## src/rtl/psds_pkg.sv

```systemverilog
// Package: shared constants, state type and inter-cell structs for the pairwise sum sorter.
package psds_pkg;

  localparam int MAX_ITEMS = 16;
  localparam int IN_W      = 16;
  localparam int SUM_W     = IN_W + 1;
  localparam int CNT_W     = $clog2(MAX_ITEMS + 1);

  typedef enum logic {
    ST_FILL,
    ST_DRAIN
  } state_t;

  // broadcast control to every cell
  typedef struct packed {
    logic ins;    // insert the broadcast sum this cycle
    logic shift;  // move every entry one cell toward the head
  } cell_ctrl_t;

  // what a cell shows its neighbors
  typedef struct packed {
    logic             valid;
    logic             less;   // empty or holds a value below the broadcast sum
    logic [SUM_W-1:0] value;
  } link_t;

endpackage

```

## src/rtl/psds_cell.sv

```systemverilog
// Sorting cell: holds one sum; inserts in order or shifts toward the head.
module psds_cell (
  input  logic                          clk,
  input  logic                          rst_n,
  input  psds_pkg::cell_ctrl_t          ctrl,
  input  logic [psds_pkg::SUM_W-1:0]    ins_value,
  input  psds_pkg::link_t               left,
  input  psds_pkg::link_t               right,
  output psds_pkg::link_t               self
);

  logic                       valid_r, valid_nxt;
  logic [psds_pkg::SUM_W-1:0] value_r, value_nxt;
  logic                       less;

  assign less = !valid_r || ($signed(value_r) < $signed(ins_value));

  always_comb begin
    valid_nxt = valid_r;
    value_nxt = value_r;
    if (ctrl.shift) begin
      valid_nxt = right.valid;
      value_nxt = right.value;
    end else if (ctrl.ins && less) begin
      // left neighbor also moves down: take its entry, else this is the slot
      valid_nxt = left.less ? left.valid : 1'b1;
      value_nxt = left.less ? left.value : ins_value;
    end
  end

  always_ff @(posedge clk) begin
    if (!rst_n) begin
      valid_r <= 1'b0;
    end else begin
      valid_r <= valid_nxt;
    end
  end

  always_ff @(posedge clk) begin
    value_r <= value_nxt;
  end

  assign self.valid = valid_r;
  assign self.less  = less;
  assign self.value = value_r;

endmodule

```

## src/rtl/pairwise_sum_sort_descending_unit.sv

```systemverilog
// Top level: pairwise sum collector with an insertion sorting chain, descending output.
//
// Usage
//   Input channel: an item (in_first_value, in_second_value, in_is_last) is taken
//   at a rising edge with start high and busy low. Each item's 17-bit sum goes
//   straight into a chain of MAX_ITEMS cells that keeps the set sorted, largest
//   at the head, so the chain takes one beat per cycle while a set fills.
//   Items that arrive once the chain is full are dropped; a dropped item
//   marked last still closes the set.
//   After the item marked last, busy goes high until every stored sum is out,
//   the chain shifts its head out once per cycle, and results appear on
//   out_sorted_sum / out_last_out with out_valid high for one cycle each, the
//   first one registered from the head cell once the drain begins, then back to back.
//   out_last_out marks the smallest, final sum of the set.
//   No item of a new set is taken while busy is high, so the drain through the
//   head cell limits how fast sets can follow one another.
//   The receiver cannot stall: each result is there for exactly one cycle.
//   A new set may start in the cycle the final result is shown.
//   Reset (rst_n low, synchronous) empties the chain and the fill count and
//   drops any pending results.
module pairwise_sum_sort_descending_unit (
  input  logic                              clk,
  input  logic                              rst_n,
  input  logic                              start,
  output logic                              busy,
  input  logic signed [psds_pkg::IN_W-1:0]  in_first_value,
  input  logic signed [psds_pkg::IN_W-1:0]  in_second_value,
  input  logic                              in_is_last,
  output logic                              out_valid,
  output logic signed [psds_pkg::SUM_W-1:0] out_sorted_sum,
  output logic                              out_last_out
);

  localparam int N = psds_pkg::MAX_ITEMS;

  psds_pkg::state_t           state_r, state_nxt;
  logic [psds_pkg::CNT_W-1:0] cnt_r, cnt_nxt;
  logic                       out_valid_r, out_valid_nxt;
  logic                       out_last_r, out_last_nxt;
  logic [psds_pkg::SUM_W-1:0] out_sum_r, out_sum_nxt;

  logic                       accept;
  logic                       full;
  logic [psds_pkg::SUM_W-1:0] ins_sum;
  psds_pkg::cell_ctrl_t       ctrl;
  psds_pkg::link_t            links [N];
  logic [N-1:0]               valid_vec;

  assign accept = start && !busy;
  assign full   = (cnt_r == psds_pkg::CNT_W'(N));

  // 17-bit sum of two sign-extended 16-bit values never overflows
  assign ins_sum = psds_pkg::SUM_W'({in_first_value[psds_pkg::IN_W-1], in_first_value})
                 + psds_pkg::SUM_W'({in_second_value[psds_pkg::IN_W-1], in_second_value});

  // ---------------- sorting chain ----------------
  genvar gi;
  generate
    for (gi = 0; gi < N; gi++) begin : g_cell
      psds_pkg::link_t left_l;
      psds_pkg::link_t right_l;

      if (gi == 0) begin : g_head
        // nothing above the head: it never takes a neighbor's entry on insert
        assign left_l = '{valid: 1'b1, less: 1'b0, value: '0};
      end else begin : g_mid
        assign left_l = links[gi-1];
      end

      if (gi == N - 1) begin : g_tail
        // tail fills with an empty slot when the chain shifts
        assign right_l = '{valid: 1'b0, less: 1'b1, value: '0};
      end else begin : g_body
        assign right_l = links[gi+1];
      end

      psds_cell u_cell (
        .clk       (clk),
        .rst_n     (rst_n),
        .ctrl      (ctrl),
        .ins_value (ins_sum),
        .left      (left_l),
        .right     (right_l),
        .self      (links[gi])
      );

      assign valid_vec[gi] = links[gi].valid;
    end
  endgenerate

  // ---------------- control ----------------
  always_comb begin
    state_nxt     = state_r;
    cnt_nxt       = cnt_r;
    out_valid_nxt = 1'b0;
    out_last_nxt  = out_last_r;
    out_sum_nxt   = out_sum_r;
    ctrl.ins      = 1'b0;
    ctrl.shift    = 1'b0;
    busy          = 1'b0;

    unique case (state_r)
      psds_pkg::ST_FILL: begin
        if (accept) begin
          if (!full) begin
            ctrl.ins = 1'b1;
            cnt_nxt  = cnt_r + psds_pkg::CNT_W'(1);
          end
          if (in_is_last) begin
            state_nxt = psds_pkg::ST_DRAIN;
          end
        end
      end
      psds_pkg::ST_DRAIN: begin
        busy          = 1'b1;
        ctrl.shift    = 1'b1;
        out_valid_nxt = 1'b1;
        out_sum_nxt   = links[0].value;
        out_last_nxt  = (cnt_r == psds_pkg::CNT_W'(1));
        cnt_nxt       = cnt_r - psds_pkg::CNT_W'(1);
        if (cnt_r == psds_pkg::CNT_W'(1)) begin
          state_nxt = psds_pkg::ST_FILL;
        end
      end
      default: begin
        state_nxt = psds_pkg::ST_FILL;
      end
    endcase
  end

  always_ff @(posedge clk) begin
    if (!rst_n) begin
      state_r     <= psds_pkg::ST_FILL;
      cnt_r       <= '0;
      out_valid_r <= 1'b0;
      out_last_r  <= 1'b0;
    end else begin
      state_r     <= state_nxt;
      cnt_r       <= cnt_nxt;
      out_valid_r <= out_valid_nxt;
      out_last_r  <= out_last_nxt;
    end
  end

  always_ff @(posedge clk) begin
    out_sum_r <= out_sum_nxt;
  end

  assign out_valid      = out_valid_r;
  assign out_sorted_sum = out_sum_r;
  assign out_last_out   = out_last_r && out_valid_r;

  // ---------------- assertions ----------------
  // occupied cells always match the fill count
  a_cnt_matches_cells: assert property (@(posedge clk) disable iff (!rst_n)
    $countones(valid_vec) == int'(cnt_r))
    else $error("chain occupancy differs from fill count");

  // draining never runs on an empty chain
  a_drain_nonempty: assert property (@(posedge clk) disable iff (!rst_n)
    (state_r == psds_pkg::ST_DRAIN) |-> (cnt_r != '0))
    else $error("drain with empty chain");

  // a full chain ignores a new item
  a_full_holds: assert property (@(posedge clk) disable iff (!rst_n)
    (accept && full) |=> (cnt_r == psds_pkg::CNT_W'(N)))
    else $error("item inserted into full chain");

  // head never holds a smaller sum than its neighbor
  a_head_sorted: assert property (@(posedge clk) disable iff (!rst_n)
    links[1].valid |-> ($signed(links[0].value) >= $signed(links[1].value)))
    else $error("chain head out of order");

endmodule
```

## config.mk

```make
export PLATFORM = sky130hd
export DESIGN_NAME = pairwise_sum_sort_descending_unit
export DESIGN_NICKNAME = d
export VERILOG_FILES = /design/src/rtl/psds_pkg.sv /design/src/rtl/psds_cell.sv /design/src/rtl/pairwise_sum_sort_descending_unit.sv
export SDC_FILE = /design/constraint.sdc
export NUM_CORES = 1
export LEC_CHECK = 0
export ABC_AREA = 1
export BUFFER_PORTS_ARGS = -buffer_cell sky130_fd_sc_hd__buf_2
export CAP_MARGIN = 20
export CORE_ASPECT_RATIO = 0.5
export CORE_MARGIN = 2
export CORE_UTILIZATION = 30
export CTS_CLUSTER_DIAMETER = 150
export DETAILED_ROUTE_END_ITERATION = 6
export GPL_ROUTABILITY_DRIVEN = 0
export PLACE_DENSITY_LB_ADDON = 0.05
export SLEW_MARGIN = 20
export SYNTH_ARGS = -nofsm -noshare
export SYNTH_HDL_FRONTEND = slang
export SYNTH_HIERARCHICAL = 1
export SYNTH_SLANG_ARGS = --single-unit
```

## constraint.sdc

```tcl
create_clock -name clk -period 12.14 [get_ports clk]
set_clock_uncertainty 0.1 [all_clocks]
set_input_delay 1.214 -clock clk [delete_from_list [all_inputs] [get_ports clk]]
set_output_delay 1.214 -clock clk [all_outputs]
set_load 0.05 [all_outputs]
```

==> results by group, run 1 <==
Final layout
  – Fillers: slightly below 9,000
  – Design Area, Final: between 0.02 and 0.03 sq mm
  – Fin nets: about 3,400
  – Share of layout cells above drive strength 1: 0.0775
  – Area growth, synth to finish: 9.75%

Worst setup path
  – Crit end category: flop
  – CP Cell Sequence: buf_2 > ha_2 > fa_1 > nand2_1 > nand2_1 > nand3_1 > nand2_1 > nand2_1 > nand3_1 > nand2_1 > inv_1 > ha_1 > nand2_1 > inv_1 > nand2_1 > nand2_1 > nand2_1 > nand2_1 > nor2_1 > nand2_1 > nand2_1 > nand3_2 > nand2_2 > nand2_2
  – CP Class: input pin to flop
  – R2R Path End: g_cell[13].u_cell/value_r[4]$_DFFE_PP_
  – Worst Setup Start Kind: input pin
  – CP top delay family: simple AND/OR/NAND/NOR gates
  – Sum of buffers and inverters on the critical path: 3
  – FF-to-FF Start: state_r$_SDFF_PN0_
  – Critical Path RT: 12,210 ps
  – Crit path arrival time: 5450 ps
  – Max stage delay on crit path: a little over 700 ps
  – CP max-delay cell: nand2_1
  – Setup slack, reg-to-reg: 7920 ps
  – FF-to-FF path depth: 4
  – CP dominant cell by count: nand2_1
  – Crit path max fanout: 33

Synthesis
  – Synth Area per Inst: between 8 and 9 sq um
  – Synth Instances: about 3,000
  – Post-synth design cell area: 0.0249 sq mm
  – Yosys warning count: 6

Routing
  – DRT met1 WL: approximately 37,000 microns
  – DR top layer: met4
  – Drt initial violations: around 1,100
  – Routed WL per cell: between 15 and 20 microns
  – Final wirelength: 71,800 microns
  – TritonRoute pass-1 iters: 7
  – Met3 Wirelength: between 1500 and 2000 microns
  – Detailed-route via count: ~20,000
  – Metal2 WL: about 32,000 microns
  – Drt drc: 0
  – Vias per cell: about 4.6
  – Routed Antenna Nets: 0

STA
  – Final Slew Violations: 0
  – RSZ-0062 raised after global routing: false
  – Slew Limit Headroom: 0.294
  – Final-report hold violation count: 0
  – Final setup TNS: 0 ps
  – Final-report setup violation count: 0
  – Achievable Freq: between 150 and 200 MHz
  – Tmin final: approximately 5400 ps
  – Worst-Margin Slew: 1060 ps
  – Crit share post-route: 0.444

Run status
  – Status: completed

Die
  – I/O pin count: between 50 and 60
  – Die area: around 0.085 sq mm
  – Row count: 74
  – Chip height: between 200 and 250 microns
  – Die Wd: around 400 microns
  – Initial core utilization: 0.304
  – CORE AREA: roughly 0.082 sq mm

Place
  – Placed Area: between 0.02 and 0.03 sq mm
  – HPWL Detailed: 54,300 microns
  – # port buffers: 55

Clock network
  – CTS Buffer Depth: 3
  – CTS H-tree lvls: 2
  – Root Driver: clkbuf_16
  – Hold buffer count at cts: 0
  – CTS buffer count: 37
  – TritonCTS clock tree: yes
  – Worst-Skew Late Latency: around 570 ps
  – Clock Pin Slew Worst Setup and Hold Paths: roughly 60 ps
  – Resized cells post-CTS: 0
  – Post-CTS Setup Bufs: 0
  – CTS sink cnt: ~310

Power and ir drop
  – Pwr dens: 202 mW/mm^2
  – P_leak: about 13 nW
  – Worst IR Drop VDD: just over 0.09 mV

GRT
  – Initial antenna violation count: 1
  – Gr usage total: 0.169
  – Vias in the first global route: roughly 20,000
  – First-pass GRT wire length: 114,000 microns
  – Largest net degree at the start of global routing: 64
  – Total grt overflow: 0

Min path
  – Worst hold path endpoint: out_sorted_sum[7]$_DFFE_PP_
  – HP Start: g_cell[0].u_cell/value_r[7]$_DFFE_PP_
  – Hold Path Class: flop to flop
  – Hold depth: 0

Job
  – MaxCap Viol Count: 0
[where the power goes]
part | leakage (nW) | switching, mW | total (mW) | internal, mW
logic | 9.19 | 1.45 | 2.37 | 0.918
clock network | 0.583 | 0.502 | 1.16 | 0.662
registers | 2.99 | 0.324 | 1.98 | 1.65
total | 12.8 | 2.28 | 5.51 | 3.23
[cell type report]
class                   instances  area, sq um  area share
flip-flops and latches        313         9160       0.336
well taps                    1102         1380      0.0505
clock buffers                  49         1030      0.0379
repair buffers                 71          413      0.0151
inverters                     484         1820      0.0668
multi-input cells            2175        13300       0.488
clock inverters                18          156     0.00573
diodes                          1         2.50   0.0000917
[worst max path at each step]
stage | from | end | slack [ps] | cells after the start
CTS | in_first_value[0] | g_cell[13].u_cell/value_r[4]$_DFFE_PP_ | 6660 | 24
finish | in_first_value[0] | g_cell[0].u_cell/value_r[11]$_DFFE_PP_ | 6760 | 24
global placement | in_first_value[0] | g_cell[0].u_cell/value_r[1]$_DFFE_PP_ | 6030 | 24
detailed placement | in_first_value[0] | g_cell[0].u_cell/value_r[1]$_DFFE_PP_ | 6050 | 24
global route | in_first_value[0] | g_cell[3].u_cell/value_r[7]$_DFFE_PP_ | 6280 | 24
floorplan | in_first_value[0] | g_cell[10].u_cell/value_r[2]$_DFFE_PP_ | 7350 | 21
[routing by layer]
layer / up-vias / GRT usage
li1: 10300 / -
met1: 9060 / 0.242
met2: 190 / 0.274
met3: 63 / 0.0215
met4: 0 / 0.0296
met5: - / 0
[placed cells by master (no fill, tap or decap), types with 15 or more instances in the layout]
master and n:
o31ai_1 16, ha_1 275, dfxtp_1 23, buf_4 15, o21a_1 224, clkbuf_16 40, edfxtp_1 289, nor2_1 206
nand3_1 30, nand3_2 33, nand2_1 808, a21oi_1 188, o211ai_1 224, inv_1 470, clkinv_1 16, nand2_2 34
conb_1 41, buf_2 55, a21o_1 32, nor2_2 16, a21oi_2 17
[sequential cells by signal, indices dropped and copies added (netlist names)]
signal                 flops
cnt_r                      5
g_cell.u_cell/valid_r     16
g_cell.u_cell/value_r    272
out_last_r                 1
out_sorted_sum            17
out_valid                  1
state_r                    1
[metrics by stage]
step | utilization | worst slack, ps | cells | hold slack (ps) | power (mW)
after floorplan | - | 7350 | 3101 | 350 | 3.71
after global placement | 0.318 | 6030 | 4144 | 396 | 4.38
after detailed placement | 0.318 | 6050 | 4144 | 398 | 4.40
after CTS | 0.333 | 6660 | 4211 | 415 | 5.61
after global routing | 0.333 | 6280 | 4213 | 424 | 6.05
final | 0.333 | 6760 | 4213 | 414 | 5.51
No activity file was read; power rests on OpenSTA's default activity.
==> run 2: changes to the inputs <==
==> constraint.sdc (replaced) <==
create_clock -name clk -period 5.1 [get_ports clk]
set_clock_uncertainty 0.1 [all_clocks]
set_input_delay 0.51 -clock clk [delete_from_list [all_inputs] [get_ports clk]]
set_output_delay 0.51 -clock clk [all_outputs]
set_load 0.05 [all_outputs]
==> run 2 against run 1 <==
  * Total power up 140%
  * Die area unchanged
  * Register-to-register slack worse by 6100 ps
  * Cell count up 1.0%
  * Sequential power up 140%
==> results by group, run 2 (same netlist as run 1, synthesis figures left out) <==
Run status
  – Status: completed

GRT
  – Vias in the first global route: 19,600 (-1.5%)
  – First-pass GRT wire length: 113,000 microns (-0.91%)
  – Gr usage total: 0.167 (-0.00129)
  – Total grt overflow: 0 (unchanged)
  – Initial antenna violation count: 0 (-1)
  – Largest net degree at the start of global routing: 57 (-11%)

Worst setup path
  – CP max-delay cell: fa_1
  – CP dominant cell by count: nand2_1
  – CP Class: input pin to flop
  – Crit path arrival time: 4130 ps (-1320 ps)
  – Crit path max fanout: 32 (-3.0%)
  – Crit end category: flop
  – Worst Setup Start Kind: input pin
  – Sum of buffers and inverters on the critical path: 4 (+1)
  – CP top delay family: simple AND/OR/NAND/NOR gates
  – Critical Path RT: 5320 ps (-6890 ps)
  – Max stage delay on crit path: 420 ps (-300 ps)
  – CP Cell Sequence: buf_2 > ha_2 > fa_1 > nand2_1 > nand2_1 > nand3_1 > nand2_1 > nand2_1 > nand3_1 > nand2_1 > buf_12 > inv_1 > ha_1 > a21o_1 > nor2_1 > nand2_1 > nor2_1 > nand2_1 > nand2_1 > nand3_2 > buf_4 > nand2_1 > o211ai_1 > o21a_1

Final layout
  – Commonest non-fill, non-tap cells in the layout: nand2_1 (809), inv_1 (477), edfxtp_1 (289)
  – Share of layout cells above drive strength 1: 0.0885 (+0.0110)
  – Fillers: 8,660 (-0.90%)
  – Design Area, Final: 0.0276 sq mm (+1.1%)
  – Register name with the most flops: g_cell.u_cell/value_r
  – Fin nets: 3,439 (+1.3%)
  – Largest register FFs: 272 (unchanged)
  – Area growth, synth to finish: 11.0%
  – Leading cell type in the layout, fill and taps excluded: nand2_1

STA
  – RSZ-0062 raised after global routing: false
  – Min Hold Slack: 103 ps (-312 ps)
  – Final-report setup violation count: 0 (unchanged)
  – Achievable Freq: roughly 260 MHz
  – Final Slew Violations: 0 (unchanged)
  – Tmin final: 3900 ps
  – Crit share post-route: 0.765
  – Slew Limit Headroom: 0.311 (+0.0172)
  – Setup slack after layout: 1200 ps (-5560 ps)
  – Final-report hold violation count: 0 (unchanged)
  – Final setup TNS: 0 ps (unchanged)
  – Worst-Margin Slew: 1030 ps (-31.2 ps)

Place
  – Placed Area: 0.0264 sq mm (+1.4%)
  – # port buffers: 55 (unchanged)
  – HPWL Detailed: 54,700 microns (+0.70%)
  – Pre-CTS setup slack: 552 ps (-5490 ps)

Die
  – Row count: 74 (unchanged)
  – Die area: 0.0853 sq mm (unchanged)
  – Chip height: 208 microns (unchanged)
  – CORE AREA: 0.0818 sq mm (unchanged)
  – I/O pin count: 56 (unchanged)
  – Initial core utilization: 0.304 (unchanged)
  – Die Wd: 411 microns (unchanged)

Power and ir drop
  – P_leak: 13.0 nW (+1.5%)
  – Pwr dens: 476 mW/mm^2 (+140%)
  – Design Power: 13.1 mW (+140%)
  – Worst IR Drop VDD: 0.218 mV (+140%)

Routing
  – Routed WL per cell: 16.8 microns (-1.4%)
  – TritonRoute pass-1 iters: 6 (-1)
  – Detailed-route via count: 19,900 (+1.7%)
  – Routed Antenna Nets: 0 (unchanged)
  – Drt initial violations: 1,233 (+9.5%)
  – Drt drc: 0 (unchanged)
  – Final wirelength: 71,400 microns (-0.46%)
  – Vias per cell: 4.68 (+0.74%)

Clock network
  – TritonCTS clock tree: yes
  – Root Driver: clkbuf_16
  – Post-CTS Setup Bufs: 0 (unchanged)
  – Worst-Skew Late Latency: 570 ps (about the same)
  – Hold buffer count at cts: 0 (unchanged)
  – Clock Pin Slew Worst Setup and Hold Paths: 60 ps (about the same)
  – CTS H-tree lvls: 2 (unchanged)
  – CTS sink cnt: 313 (unchanged)
  – CTS buffer count: 39 (+5.4%)
  – Resized cells post-CTS: 0 (unchanged)
  – CTS Buffer Depth: 3 (unchanged)

Job
  – MaxCap Viol Count: 0 (unchanged)

Min path
  – Hold Path Class: input pin to flop
run 2: per-stage QoR:
stage,instances,utilization
2_1_floorplan,3101,-
3_3_place_gp,4187,0.323
3_5_place_dp,4187,0.323
4_1_cts,4254,0.337
5_1_grt,4254,0.337
6_report,4255,0.337
run 2: path summary, 6_finish.rpt:
path	start	end	slack, ps	cells past startpoint
worst max-delay path	in_first_value[0]	g_cell[15].u_cell/value_r[3]$_DFFE_PP_	1200	24
worst min-delay path	in_is_last	state_r$_SDFF_PN0_	100	3
worst max register to register	state_r$_SDFF_PN0_	g_cell[13].u_cell/value_r[5]$_DFFE_PP_	1850	2
worst min register to register	cnt_r[1]$_SDFFE_PN0P_	cnt_r[1]$_SDFFE_PN0P_	420	2
run 2: power by group:
group / internal, mW / switching (mW)
clock network: 1.50 / 1.21
registers: 3.94 / 0.792
logic: 2.27 / 3.42
run 2: cell type report:
cell class / instances / area [sq um] / share of cell area
Timing Repair Buffer: 113 / 761 / 0.0276
Multi-Input combinational cell: 2175 / 13300 / 0.482
Sequential cell: 313 / 9160 / 0.332
Clock inverter: 10 / 48.8 / 0.00177
Clock buffer: 57 / 1110 / 0.0401
Inverter: 484 / 1820 / 0.0660
Antenna cell: 1 / 2.50 / 0.0000907
Tap cell: 1102 / 1380 / 0.0500
run 2: worst reg2reg max path, cell delays in order (launching register included):
cell and delay, ps:
dfxtp_4 840, clkinv_1 1130, nand2_2 810
run 2: per-layer routing:
metal / GRT usage / share of wire
met5: 0 / 0
met4: 0.0322 / 0.016
met3: 0.0224 / 0.031
met2: 0.268 / 0.44
met1: 0.241 / 0.51
==> run 3: changes to the inputs <==
--- a/config.mk
+++ b/config.mk
@@ -5,7 +5,7 @@
 export SDC_FILE = /design/constraint.sdc
 export NUM_CORES = 1
 export LEC_CHECK = 0
-export ABC_AREA = 1
+export ABC_AREA = 0
 export BUFFER_PORTS_ARGS = -buffer_cell sky130_fd_sc_hd__buf_2
 export CAP_MARGIN = 20
 export CORE_ASPECT_RATIO = 0.5
==> constraint.sdc (replaced) <==
create_clock -name clk -period 3.35 [get_ports clk]
set_clock_uncertainty 0.1 [all_clocks]
set_input_delay 0.335 -clock clk [delete_from_list [all_inputs] [get_ports clk]]
set_output_delay 0.335 -clock clk [all_outputs]
set_load 0.05 [all_outputs]
==> run 3 against run 2 <==
  * The run now ends with setup timing left
  * Via count down 1.1%
  * Flip-flop and latch count unchanged
  * First-iteration DRC count down 14%
  * Clock power up 52%
  * Combinational power up 81%
  * Largest cell class unchanged
  * Largest power group unchanged
  * Highest routed layer unchanged
==> results by group, run 3 <==
Run status
  – Status: complete, but fails checks
  – Failing checks: setup timing

Routing
  – Vias per cell: 4.88 (+4.2%)
  – Routed WL per cell: 19.5 microns (+16%)
  – Detailed-route via count: 19,700 (-1.1%)
  – Final wirelength: 78,700 microns (+10%)
  – Drt drc: 0 (unchanged)
  – Routed Antenna Nets: 0 (unchanged)
  – TritonRoute pass-1 iters: 5 (-1)
  – Drt initial violations: 1,063 (-14%)

STA
  – Min Hold Slack: 40.3 ps (-62.3 ps)
  – Achievable Freq: ~260 MHz
  – Worst-Margin Slew: 927 ps (-100 ps)
  – Final-report hold violation count: 0 (unchanged)
  – Tmin final: ~3800 ps
  – Setup slack after layout: -473 ps (-1670 ps)
  – Slew Limit Headroom: 0.382 (+0.0712)
  – RSZ-0062 raised after global routing: true
  – Crit share post-route: 1.14
  – Final Slew Violations: 0 (unchanged)
  – Final-report setup violation count: 543 (+543)

Synthesis
  – Synth Instances: 2,557 (-16%)
  – Synth Area per Inst: 9.38 sq um (+16%)
  – Yosys warning count: 6 (unchanged)
  – Post-synth design cell area: 0.0240 sq mm (-3.5%)

Place
  – HPWL Detailed: 55,500 microns (+1.4%)
  – # port buffers: 55 (unchanged)

Clock network
  – CTS sink cnt: 313 (unchanged)
  – CTS H-tree lvls: 2 (unchanged)
  – Root Driver: clkbuf_16
  – CTS Buffer Depth: 3 (unchanged)
  – CTS buffer count: 38 (-2.6%)
  – Clock Pin Slew Worst Setup and Hold Paths: 60 ps (about the same)
  – Worst-Skew Late Latency: 570 ps (about the same)
  – Hold buffer count at cts: 0 (unchanged)
  – TritonCTS clock tree: yes

Min path
  – Hold Path Class: input pin to flop
  – HP Start: in_is_last

Die
  – Initial core utilization: 0.303 (-0.00104)
  – I/O pin count: 56 (unchanged)
  – CORE AREA: 0.0793 sq mm (-3.1%)
  – Row count: 73 (-1.4%)
  – Chip height: 204 microns (-1.7%)
  – Die area: 0.0824 sq mm (-3.4%)
  – Die Wd: 404 microns (-1.7%)

Worst setup path
  – Crit path max fanout: 8 (-75%)
  – Setup slack, reg-to-reg: 410 ps (-1440 ps)
  – Crit end category: flop
  – FF-to-FF Start: g_cell[0].u_cell/value_r[2]$_DFFE_PP_
  – CP Class: input pin to flop
  – Worst setup path end: g_cell[8].u_cell/value_r[2]$_DFFE_PP_
  – R2R Path End: g_cell[1].u_cell/value_r[9]$_DFFE_PP_
  – Worst Setup Start Kind: input pin
  – Crit path from: in_second_value[2]
  – Crit path arrival time: 4020 ps (-110 ps)
  – FF-to-FF path depth: 12 (+10)
  – Critical Path RT: 3550 ps (-1770 ps)

Power and ir drop
  – Worst IR Drop VDD: 0.255 mV (+17%)
  – Pwr dens: 661 mW/mm^2 (+39%)
  – Design Power: 21.5 mW (+64%)
  – P_leak: 14.8 nW (+14%)

GRT
  – First-pass GRT wire length: 118,000 microns (+4.2%)
  – Gr usage total: 0.184 (+0.0168)
  – Vias in the first global route: 19,700 (+0.58%)
  – Total grt overflow: 0 (unchanged)
  – Initial antenna violation count: 1 (+1)
  – Largest net degree at the start of global routing: 134 (+140%)

Final layout
  – Fillers: 7,804 (-9.9%)
  – Commonest non-fill, non-tap cells in the layout: nand2_1 (385), edfxtp_1 (289), buf_4 (278)
  – Register name with the most flops: g_cell.u_cell/value_r
  – Fin nets: 3,270 (-4.9%)
  – Leading cell type in the layout, fill and taps excluded: nand2_1
  – Diode count: 0 (-1)
  – Largest register FFs: 272 (unchanged)
  – Fin util: 0.411 (+0.0741)
  – Area growth, synth to finish: 35.9%
  – Share of layout cells above drive strength 1: 0.267 (+0.178)

Job
  – MaxCap Viol Count: 0 (unchanged)
run 3: power breakdown:
| group | leakage [nW] | internal (mW) | switching (mW) |
|---|---|---|---|
| clock | 0.574 | 2.32 | 1.81 |
| sequential | 3.06 | 5.88 | 1.28 |
| combinational | 11.2 | 4.98 | 5.28 |
run 3: worst max-delay path, cell delays in order:
cell and delay [ps]:
buf_2 110, ha_4 260, buf_6 100, o211ai_4 70, o21ai_2 220, a31oi_4 150, o311ai_4 340, xor2_4 200
buf_12 150, inv_1 70, ha_4 280, nand4_4 100, or4_4 530, o21ai_4 190, nand2b_1 70, o211ai_1 190
buf_4 220, buf_12 140, mux2i_1 200, o21ai_1 70
run 3: how the worst min path moves through the flow:
| stage | to | slack (ps) | cells after the start |
|---|---|---|---|
| 6_report | state_r$_SDFF_PN0_ | 40 | 5 |
| 5_1_grt | state_r$_SDFF_PN0_ | 80 | 5 |
| 4_1_cts | state_r$_SDFF_PN0_ | 0.8 | 5 |
| 3_5_place_dp | out_last_r$_SDFFE_PN0P_ | 370 | 2 |
| 3_3_place_gp | out_last_r$_SDFFE_PN0P_ | 370 | 2 |
| 2_1_floorplan | out_sorted_sum[0]$_DFFE_PP_ | 350 | 0 |
run 3: layout make-up:
type                            count  area [sq um]  share of cell area
Tap cell                         1050          1310              0.0403
Sequential cell                   313          9160               0.281
Clock inverter                     17          96.3             0.00296
Inverter                          278          1060              0.0325
Clock buffer                       51          1070              0.0329
Timing Repair Buffer              458          4690               0.144
Multi-Input combinational cell   1868         15200               0.466
run 3: timing repair:
item / in CTS / in global routing
setup buffers: 37 / 45
gates cloned: 11 / 10
endpoints found under the setup margin: 543 / 543
gates resized for setup: 180 / 178
pin swaps: 50 / 65
run 3: layer usage:
| layer | part of all wire | vias up | wire length, microns | global-route usage |
|---|---|---|---|---|
| li1 | - | 9954 | - | - |
| met4 | 0.014 | 0 | 1110 | 0.0346 |
| met5 | 0 | - | 0 | 0 |
| met2 | 0.45 | 208 | 35600 | 0.298 |
| met3 | 0.030 | 65 | 2350 | 0.0213 |
| met1 | 0.50 | 9462 | 39600 | 0.265 |
run 3: metrics by stage:
stage	instance area, sq um	setup TNS [ps]	std cells	setup slack (ps)
after detailed placement	28500	-533480	3870	-1220
after CTS	31300	-107240	3986	-439
final	32600	-134600	4035	-473
after floorplan	24800	-435690	2592	-1110
after global routing	32600	-222700	4035	-609
after global placement	28500	-513720	3870	-1170
